## src/rtl/smrh_pkg.sv

```systemverilog
`timescale 1ns / 1ps
// smrh_pkg: constants, controller states and control/status structs for the
// rolling-hash substring matcher; no dependencies

package smrh_pkg;

  localparam int MAX_PATTERN = 256;
  localparam int ADDR_W      = $clog2(MAX_PATTERN);
  localparam int CNT_W       = ADDR_W + 1;
  localparam int CH_W        = 8;
  localparam int HASH_W      = 64;
  localparam int BASE_SH     = 7;                  // base 128
  localparam int SH_W        = $clog2(HASH_W) + 1; // drop shift, saturates at HASH_W

  localparam logic KIND_PATTERN = 1'b0;
  localparam logic KIND_TEXT    = 1'b1;

  typedef enum logic [2:0] {
    ST_IDLE,
    ST_PAT,
    ST_SUB,
    ST_ADD,
    ST_CHK,
    ST_CRD,
    ST_CCMP,
    ST_RES
  } state_t;

  typedef struct packed {
    logic load_in;
    logic pat_upd;
    logic txt_sub;
    logic txt_add;
    logic cmp_start;
    logic cmp_rd;
    logic cmp_step;
    logic res_done;
  } dp_cmd_t;

  typedef struct packed {
    logic is_text;
    logic is_last;
    logic skip;
    logic hash_hit;
    logic cmp_mismatch;
    logic cmp_last;
  } dp_stat_t;

endpackage

```

## src/rtl/smrh_ctrl.sv

```systemverilog
`timescale 1ns / 1ps
// smrh_ctrl: sequencer for pattern update, hash roll, hit check and window
// compare walk; depends on smrh_pkg

module smrh_ctrl import smrh_pkg::*; (
  input  logic     clk,
  input  logic     rst,
  input  logic     in_valid,
  output logic     in_ready,
  output logic     out_valid,
  input  logic     out_ready,
  input  dp_stat_t stat,
  output dp_cmd_t  cmd
);

  state_t state;
  state_t state_next;

  always_ff @(posedge clk) begin
    if (rst) begin
      state <= ST_IDLE;
    end else begin
      state <= state_next;
    end
  end

  always_comb begin
    state_next = state;
    case (state)
      ST_IDLE: begin
        if (in_valid) begin
          state_next = ST_PAT;
        end
      end
      ST_PAT: begin
        // kind is known only after the beat is latched
        if (stat.is_text) begin
          state_next = ST_SUB;
        end else begin
          state_next = ST_IDLE;
        end
      end
      ST_SUB: begin
        if (stat.skip) begin
          state_next = stat.is_last ? ST_RES : ST_IDLE;
        end else begin
          state_next = ST_ADD;
        end
      end
      ST_ADD: state_next = ST_CHK;
      ST_CHK: begin
        if (stat.hash_hit) begin
          state_next = ST_CRD;
        end else begin
          state_next = stat.is_last ? ST_RES : ST_IDLE;
        end
      end
      ST_CRD: state_next = ST_CCMP;
      ST_CCMP: begin
        if (stat.cmp_mismatch || stat.cmp_last) begin
          state_next = stat.is_last ? ST_RES : ST_IDLE;
        end else begin
          state_next = ST_CRD;
        end
      end
      ST_RES: begin
        if (out_ready) begin
          state_next = ST_IDLE;
        end
      end
      default: state_next = ST_IDLE;
    endcase
  end

  always_comb begin
    cmd           = '0;
    in_ready      = 1'b0;
    out_valid     = 1'b0;
    case (state)
      ST_IDLE: begin
        in_ready    = 1'b1;
        cmd.load_in = in_valid;
      end
      ST_PAT:  cmd.pat_upd   = !stat.is_text;
      ST_SUB:  cmd.txt_sub   = !stat.skip;
      ST_ADD:  cmd.txt_add   = 1'b1;
      ST_CHK:  cmd.cmp_start = stat.hash_hit;
      ST_CRD:  cmd.cmp_rd    = 1'b1;
      ST_CCMP: cmd.cmp_step  = 1'b1;
      ST_RES: begin
        out_valid    = 1'b1;
        cmd.res_done = out_ready;
      end
      default: cmd = '0;
    endcase
  end

endmodule

```

## config.mk

```make
export PLATFORM = sky130hd
export DESIGN_NAME = smrh_ctrl
export DESIGN_NICKNAME = d
export VERILOG_FILES = /design/src/rtl/smrh_pkg.sv /design/src/rtl/smrh_ctrl.sv
export SDC_FILE = /design/constraint.sdc
export NUM_CORES = 1
export LEC_CHECK = 0
export BUFFER_PORTS_ARGS = -buffer_cell sky130_fd_sc_hd__clkbuf_2
export CORE_AREA = 2 2 39 41
export DETAILED_ROUTE_END_ITERATION = 8
export DIE_AREA = 0 0 41 43
export GPL_TIMING_DRIVEN = 0
export PLACE_DENSITY_LB_ADDON = 0.12
export SLEW_MARGIN = 15
export SYNTH_ARGS = -nofsm -noshare
export SYNTH_HDL_FRONTEND = slang
export SYNTH_SLANG_ARGS = --single-unit
```

## constraint.sdc

```tcl
create_clock -name clk -period 2.13 [get_ports clk]
set_input_delay 0.213 -clock clk [delete_from_list [all_inputs] [get_ports clk]]
set_output_delay 0.213 -clock clk [all_outputs]
set_load 0.1 [all_outputs]
```

Word level (Yosys, flattened, before mapping)
Cells that the tools add are included.
{"block": "word_totals", "output_inout_bits": 10, "ff_bits": 3}
{"block": "classes", "eq_ne": 9, "n_reduce_logical": 5, "n_mux": 18}
{"op": "$pmux W3 S8", "n": 1}
{"op": "$mux W3", "n": 6}
{"op": "$eq A3 B3 Y1 const B", "n": 4}
{"op": "$mux W1", "n": 10}
{"op": "$eq A3 B2 Y1 const B", "n": 2}
{"op": "$ne A2 B2 Y1 const B", "n": 2}
{"op": "$eq A3 B1 Y1 const B", "n": 1}
{"op": "$logic_not A3 Y1", "n": 1}
{"op": "$logic_not A1 Y1", "n": 2}
{"op": "$mux W2", "n": 1}
{"op": "$reduce_and A2 Y1", "n": 1}
{"op": "$logic_or A1 B1 Y1", "n": 1}

Depth between registers and ports, before layout
Gate-level depths: netlist of run 1.
{"block": "depth", "ltp_word": 3, "ltp_mapped": 5, "mapped_depth_nobuf": 4}

Worst setup path before layout of run 1
OpenSTA, ideal clock, no wires.
{"block": "synth_timing", "path_type": "register to output", "start": "reg state[1]", "end": "out cmd[5] (netlist bit)", "slack_ps": -1760, "arrival_ps": 3677, "required_ps": 1917, "path_stages_with_launch": 3, "path_cell_list": "dfxtp_1 -> buf_2 -> nor4b_1"}
{"element": "start, declared", "line": "smrh_ctrl.sv:16", "text": "state_t state;"}
{"element": "start signal, assigned", "line": "smrh_ctrl.sv:23", "text": "state <= state_next;"}
{"element": "end, declared", "line": "smrh_ctrl.sv:13", "text": "output dp_cmd_t cmd"}

==> impl_summary.txt, run 1 <==
----------------------------------------------------
[CTS]
  Clk sinks ... 3
  H-tree depth ... 1
  Later-pin clock latency in the skew report ... 230 ps
  Clock edge transition at the registers on the reported setup and hold paths ... 40 ps
  TritonCTS clock tree ... done
  Post-cts hold buffer count ... 0
  Max Root-Sink Buffers ... 2
  Number of gates given a new drive strength after cts ... 0
  Clock buffers created by TritonCTS ... 3
  Clock root buffer ... sky130_fd_sc_hd__clkbuf_4
  Postcts setup bufs ... 0

[Global routing]
  Vias in the first global route ... 360
  Largest net degree at the start of global routing ... 11
  First-pass GRT wire length ... 1470 µm
  Total routing usage reported by global routing ... 0.119
  Total congestion overflow after global routing ... 0
  Antenna violations before repair ... 0

[Die]
  Die span in x ... 41 µm
  Die height ... 43 µm
  Number of placement rows ... 14
  Ports placed on the boundary ... 20
  Core Region ... 0.00138 mm²
  Initial Utilization ... 0.240
  Die Footprint ... 0.00176 mm²

[Cells and area]
  Post-synthesis to final-layout area growth ... 51.7%
  Register with the highest flop count ... state
  Final design area excluding fillers ... 503 µm²
  Area occupied by multi-input gates ... 274 µm²
  Filler cell count in the final layout ... 160
  Fraction of final layout cells sized beyond drive strength 1 ... 0.545
  Final Net Count ... 77
  Antenna fix cells ... 0
  Biggest regs ... state (3)
  Register cell area after layout ... 60.1 µm²
  Final Non-Filler Cells ... 82
  Flip-flop count of the largest register after layout ... 3

[Critical path]
  Worst path required time ... 1920 ps
  Largest fanout on the critical path ... 10
  Data arrival, critical path ... 1630 ps
  Critical Path Sink Type ... primary output
  Critical path class ... register to primary output
  Cell with the largest stage delay on the worst path ... sky130_fd_sc_hd__clkbuf_2
  Worst path cell trace ... buf_2 -> nor4b_2 -> clkbuf_2
  Delay of the slowest cell on the worst path ... 490 ps
  Category of the worst setup path launch point ... register

[Synthesis]
  Distinct cell type count after synthesis ... 25
  Post-synth design cell area ... 332 µm²
  Portion of synthesized cell area occupied by the leading cell type ... 0.181
  Number of nets in the synthesized netlist ... 53
  Library cell with the largest summed area after synthesis ... sky130_fd_sc_hd__dfxtp_1
  Part of the Yosys area used for sequential elements ... 0.181
  Mean area per synthesized cell ... 7.71 µm²
  Area contributors post-synth ... sky130_fd_sc_hd__dfxtp_1 18%, sky130_fd_sc_hd__buf_6 6.8%, sky130_fd_sc_hd__and2_1 5.7%
  Gate Count Post-Synth ... 43
  Share of synthesized flip-flops with an asynchronous set or reset ... 0
  Primary flip-flop cell chosen by synthesis mapping ... sky130_fd_sc_hd__dfxtp_1
  Total number of yosys warnings ... 0
  Number of synthesized register bits ... 3
  Count of flip-flops with a built-in enable after synthesis ... 0

[Routing]
  Detailed Route WL ... 893 µm
  DRC errors left ... 0
  Routed length per placed instance ... 10.9 µm
  Via-per-instance ratio ... 4.77
  Number of vias in the routed layout ... 391
  Number of routed nets with antenna violations ... 0
  Number of DRC markers in iteration 0 ... 9
  First-pass iteration count of the detailed router ... 4

[Timing]
  Highest attainable clock frequency ... 544 MHz
  Min cycle time layout ... 1840 ps
  RSZ-0062 raised after global routing ... no
  Worst slew margin relative to its limit ... 0.641
  Final period util ... 0.864
  Worst-case clock skew ... 0.215 ps
  Count of endpoints failing setup in the final report ... 0
  Number of max-slew violations in the final report ... 0
  Worst hold margin ... 214 ps
  Least-Margin Pin Slew ... 540 ps
  Count of endpoints failing hold in the final timing report ... 0

[Hold path]
  Hold WC Path Type ... input port to register

[Power]
  Pwr Density ... 737 mW/mm²
  Worst IR Drop VDD ... 254 µV
  Leakage power total ... 0.235 nW

[Placed design]
  Detail Placement HPWL ... 722 µm
  Number of I/O port buffers ... 19
  Placed standard-cell area ... 477 µm²
  Dpl cells ... 78
  Final weighted congestion in routability-driven placement ... 0.743

[Status]
  Status ... finished, final reports clean

[Run]
  Number of violations of the max-capacitance limit ... 0

----------------------------------------------------
[per-layer routing]
metal  track usage  wire [µm]  up-vias
met5             0          0        -
li1              -          -      205
met3        0.0314         49        0
met2         0.184        410       11
met4        0.0400          0        0
met1         0.153        432      175
[area by class of cell]
| cell class | instances | area share |
|---|---|---|
| Tap cell | 16 | 0.0398 |
| Buffer | 3 | 0.0547 |
| Timing Repair Buffer | 19 | 0.189 |
| Sequential cell | 3 | 0.119 |
| Multi-Input combinational cell | 37 | 0.545 |
| Clock buffer | 4 | 0.0522 |
[cell usage in the layout (no fill, tap or decap), types with 2 or more instances in the layout]
cell / n
sky130_fd_sc_hd__clkbuf_2: 19
sky130_fd_sc_hd__nand2_1: 4
sky130_fd_sc_hd__nor2_1: 4
sky130_fd_sc_hd__nand2b_1: 3
sky130_fd_sc_hd__clkbuf_4: 3
sky130_fd_sc_hd__dfxtp_1: 3
sky130_fd_sc_hd__buf_6: 2
sky130_fd_sc_hd__and2_1: 2
sky130_fd_sc_hd__nor4b_2: 2
sky130_fd_sc_hd__a21oi_1: 2
sky130_fd_sc_hd__a211o_1: 2
[kinds of logic after synthesis]
group / share of synthesized area
flip-flops: 0.181
AND/OR/NAND/NOR: 0.513
buffers and inverters: 0.0830
AO/OA/AOI/OAI: 0.223
[final timing paths]
path | cells after the start | from | slack [ps] | to
min reg2reg | 3 | state[1]$_SDFFE_PP0P_ | 660 | state[2]$_SDFFE_PP0P_
min | 2 | rst | 210 | state[2]$_SDFFE_PP0P_
max reg2reg | 3 | state[1]$_SDFFE_PP0P_ | 950 | state[1]$_SDFFE_PP0P_
max | 3 | state[1]$_SDFFE_PP0P_ | 290 | cmd[5]
[cells in the mapped netlist, drive strengths merged (2+ instances only)]
library cell / number
buf: 3
nand2b: 3
and2: 3
nor2: 5
nor3: 2
a21oi: 3
dfxtp: 3
nor3b: 2
nor4b: 2
nand2: 5
a211o: 2
[worst max-delay path: cells and delay by family (launching register included)]
family	cells	cell delay [ps]
flip-flops	1	410
buffers and inverters	2	760
AND/OR/NAND/NOR	1	220
[power breakdown]
part / total, mW / internal, mW / leakage, nW / switching, mW
registers: 0.0703 / 0.0630 / 0.0246 / 0.00727
clock network: 0.0968 / 0.0700 / 0.0150 / 0.0267
logic: 0.204 / 0.0562 / 0.195 / 0.148
[through the flow]
stage / utilization / setup TNS (ps) / worst slack [ps] / power (mW)
2_1_floorplan: - / -704 / -379 / 0.240
3_3_place_gp: 0.344 / 0 / 509 / 0.278
3_5_place_dp: 0.344 / 0 / 530 / 0.277
4_1_cts: 0.363 / 0 / 277 / 0.379
5_1_grt: 0.363 / 0 / 195 / 0.395
6_report: 0.363 / 0 / 291 / 0.371
No activity file was read; power rests on OpenSTA's default activity.
==> run 2: changes to the inputs <==
--- a/config.mk
+++ b/config.mk
@@ -5,12 +5,13 @@
 export SDC_FILE = /design/constraint.sdc
 export NUM_CORES = 1
 export LEC_CHECK = 0
+export ABC_AREA = 1
 export BUFFER_PORTS_ARGS = -buffer_cell sky130_fd_sc_hd__clkbuf_2
 export CORE_AREA = 2 2 39 41
 export DETAILED_ROUTE_END_ITERATION = 8
 export DIE_AREA = 0 0 41 43
 export GPL_TIMING_DRIVEN = 0
-export PLACE_DENSITY_LB_ADDON = 0.12
+export PLACE_DENSITY = 0.6
 export SLEW_MARGIN = 15
 export SYNTH_ARGS = -nofsm -noshare
 export SYNTH_HDL_FRONTEND = slang
==> run 2 against run 1 <==
  * Total power increased by 4.0%
  * Synthesized cell count increased by 49%
  * Critical path depth unchanged
==> impl_summary.txt, run 2 <==
----------------------------------------------------
[CTS]
  Postcts setup bufs ... 0 (unchanged)
  Max Root-Sink Buffers ... 2 (unchanged)
  Number of gates given a new drive strength after cts ... 0 (unchanged)
  Clock root buffer ... sky130_fd_sc_hd__clkbuf_4
  Clock edge transition at the registers on the reported setup and hold paths ... 40 ps (about the same)
  TritonCTS clock tree ... done
  H-tree depth ... 1 (unchanged)
  Clk sinks ... 3 (unchanged)
  Clock buffers created by TritonCTS ... 3 (unchanged)
  Later-pin clock latency in the skew report ... 230 ps (about the same)
  Post-cts hold buffer count ... 0 (unchanged)

[Routing]
  DRC errors left ... 0 (unchanged)
  Routed length per placed instance ... 8.07 µm (-26%)
  Via-per-instance ratio ... 4.22 (-11%)
  First-pass iteration count of the detailed router ... 4 (unchanged)
  Number of routed nets with antenna violations ... 0 (unchanged)
  Detailed Route WL ... 831 µm (-6.9%)
  Number of DRC markers in iteration 0 ... 7 (-2)
  Number of vias in the routed layout ... 435 (+11%)

[Power]
  Pwr Density ... 768 mW/mm² (+4.2%)
  PnR Total Power ... 385 µW (+4.0%)
  Worst IR Drop VDD ... 461 µV (+82%)
  Leakage power total ... 0.307 nW (+31%)

[Timing]
  Min cycle time layout ... 1740 ps (-96.0 ps)
  Count of endpoints failing setup in the final report ... 0 (unchanged)
  Worst slew margin relative to its limit ... 0.640 (-0.00122)
  Number of max-slew violations in the final report ... 0 (unchanged)
  Worst-case clock skew ... 2.79 ps (+2.58 ps)
  Worst hold margin ... 244 ps (+29.9 ps)
  Final period util ... 0.818 (-0.0451)
  Count of endpoints failing hold in the final timing report ... 0 (unchanged)
  Highest attainable clock frequency ... 574 MHz (+5.5%)
  Setup Total Neg Slack ... 0 ps (unchanged)
  Least-Margin Pin Slew ... 542 ps (+1.85 ps)
  RSZ-0062 raised after global routing ... no

[Critical path]
  Largest fanout on the critical path ... 7 (-3)
  Worst reg-to-reg path cell count ... 7 (+4)
  Cell with the largest stage delay on the worst path ... sky130_fd_sc_hd__clkbuf_2
  Destination of the critical timing path ... cmd[0]
  Category of the worst setup path launch point ... register
  Worst path cell trace ... inv_2 -> nor4_2 -> clkbuf_2
  Delay of the slowest cell on the worst path ... 490 ps (about the same)
  Critical path class ... register to primary output
  Worst path required time ... 1920 ps (about the same)
  Critical R2R Capture ... state[2]$_SDFFE_PP0P_
  Data arrival, critical path ... 1530 ps (-100 ps)
  Critical path launch point ... state[0]$_SDFFE_PP0P_
  CP bufs+invs ... 2 (unchanged)
  Critical Path Sink Type ... primary output
  Kind of cell adding the most delay to the critical path ... buffers and inverters
  Cell count along the critical path ... 3 (unchanged)
  Slack of the worst reg-to-reg path ... 970 ps (+20 ps)
  Reg2reg start ... state[0]$_SDFFE_PP0P_

[Cells and area]
  Final design area excluding fillers ... 502 µm² (-0.25%)
  Antenna fix cells ... 0 (unchanged)
  Biggest regs ... state (3)
  Post-synthesis to final-layout area growth ... 48.5%
  Final Net Count ... 98 (+27%)
  Leading cell type in the layout, fill and taps excluded ... sky130_fd_sc_hd__clkbuf_2
  Commonest cells after routing, fill and taps aside ... 19 x sky130_fd_sc_hd__clkbuf_2, 16 x sky130_fd_sc_hd__nor2_1, 13 x sky130_fd_sc_hd__inv_1, 11 x sky130_fd_sc_hd__nand2_1, 7 x sky130_fd_sc_hd__nand3_1
  Register with the highest flop count ... state
  Fraction of final layout cells sized beyond drive strength 1 ... 0.368 (-0.178)
  Flip-flop count of the largest register after layout ... 3 (unchanged)

[Synthesis]
  Share of cell area taken by muxes after synthesis ... 0 (unchanged)
  Compound-Gate Fraction of Synth Area ... 0.0296 (-0.193)
  Most frequent cell after synthesis ... sky130_fd_sc_hd__nor2_1
  Top cells by instance count after synthesis ... 16 x sky130_fd_sc_hd__nor2_1, 13 x sky130_fd_sc_hd__inv_1, 11 x sky130_fd_sc_hd__nand2_1, 7 x sky130_fd_sc_hd__nand3_1
  Library cell with the largest summed area after synthesis ... sky130_fd_sc_hd__dfxtp_1
  Post-synth design cell area ... 338 µm² (+1.9%)
  Gate Count Post-Synth ... 64 (+49%)
  Portion of synthesized cell area occupied by the leading cell type ... 0.178 (-0.00335)
  Distinct cell type count after synthesis ... 13 (-48%)
  Number of synthesized register bits ... 3 (unchanged)
  Number of nets in the synthesized netlist ... 74 (+40%)
  Count of flip-flops with a built-in enable after synthesis ... 0 (unchanged)
  Synthesized-area fraction occupied by and/or/nand/nor cells ... 0.581 (+0.0683)
  Share of synthesized flip-flops with an asynchronous set or reset ... 0 (unchanged)
  Share of synthesized cell area in full adder, half adder and majority cells ... 0 (unchanged)
  Post-synthesis xor/xnor area fraction ... 0 (unchanged)
  Part of the Yosys area used for sequential elements ... 0.178 (-0.00335)
  Mean area per synthesized cell ... 5.28 µm² (-32%)
  Total number of yosys warnings ... 0 (unchanged)
  Combinational family with the most area after synthesis ... simple AND/OR/NAND/NOR gates
  Primary flip-flop cell chosen by synthesis mapping ... sky130_fd_sc_hd__dfxtp_1
  Area contributors post-synth ... sky130_fd_sc_hd__dfxtp_1 18%, sky130_fd_sc_hd__nor2_1 18%, sky130_fd_sc_hd__inv_1 14%

[Die]
  Number of placement rows ... 14 (unchanged)
  Ports placed on the boundary ... 20 (unchanged)
  Die height ... 43 µm (unchanged)
  Core Region ... 0.00138 mm² (unchanged)
  Die span in x ... 41 µm (unchanged)
  Initial Utilization ... 0.244 (+0.00452)
  Die Footprint ... 0.00176 mm² (unchanged)

[Hold path]
  Hold path startpoint ... rst
  Hold WC Path Type ... input port to register
  Depth of the worst hold-timing path ... 4 (+2)

[Placed design]
  Number of I/O port buffers ... 19 (unchanged)
  Final weighted congestion in routability-driven placement ... 0.804 (+8.3%)
  Detail Placement HPWL ... 694 µm (-3.9%)
  Placed standard-cell area ... 475 µm² (-0.26%)

[Global routing]
  Vias in the first global route ... 365 (+1.4%)
  Largest net degree at the start of global routing ... 11 (unchanged)
  Antenna violations before repair ... 0 (unchanged)
  First-pass GRT wire length ... 1360 µm (-7.5%)
  Total routing usage reported by global routing ... 0.108 (-0.0108)
  Total congestion overflow after global routing ... 0 (unchanged)

[Run]
  Number of violations of the max-capacitance limit ... 0 (unchanged)

[Status]
  Status ... finished, final reports clean

----------------------------------------------------
==> run 2: changes by cell type after synthesis, sizes merged, moves of 3 or more <==
cell	before	now
nor2	5	16
nand2	5	11
inv	0	16
nand3	0	8
a21oi	3	0
and2	3	0
nand2b	3	0
==> run 2: layer usage <==
| layer | vias to the layer above | GRT usage | wire length, µm |
|---|---|---|---|
| li1 | 243 | - | - |
| met1 | 180 | 0.158 | 393 |
| met2 | 12 | 0.166 | 389 |
| met3 | 0 | 0 | 49 |
| met4 | 0 | 0.0400 | 0 |
| met5 | - | 0 | 0 |
==> run 2: cell families after synthesis <==
group / count (synthesis)
flops: 3
simple gates: 42
compound gates: 2
buf+inv: 17
==> run 2: power breakdown <==
group / internal (mW) / switching [mW] / total (mW)
Sequential: 0.0638 / 0.0118 / 0.0756
Combinational: 0.0408 / 0.170 / 0.211
Clock: 0.0702 / 0.0290 / 0.0992
==> run 2: worst min-delay path by stage <==
stage                                  endpoint  slack, ps
after CTS                 state[1]$_SDFFE_PP0P_        240
after floorplan           state[1]$_SDFFE_PP0P_        370
final                     state[1]$_SDFFE_PP0P_        240
after detailed placement  state[1]$_SDFFE_PP0P_        480
after global routing      state[1]$_SDFFE_PP0P_        260
after global placement    state[1]$_SDFFE_PP0P_        470
==> run 2: layout make-up <==
type	instances	area [µm²]
buffer	1	11.3
clock buffer	4	26.3
fill	175	882
inverter	16	60.1
multi-input combinational	44	229
sequential	3	60.1
tap	16	20.0
timing repair buffer	19	95.1
==> run 2: per-stage QoR <==
stage | instances | setup slack, ps | utilization
global placement | 99 | 626 | 0.344
CTS | 103 | 371 | 0.363
floorplan | 64 | -354 | -
detailed placement | 99 | 615 | 0.344
global route | 103 | 291 | 0.363
finish | 103 | 387 | 0.363
==> run 2: tightest hold or removal path: stages <==
cell,delay (ps)
sky130_fd_sc_hd__clkbuf_2,80
sky130_fd_sc_hd__inv_1,50
sky130_fd_sc_hd__nand2_1,60
sky130_fd_sc_hd__inv_1,30
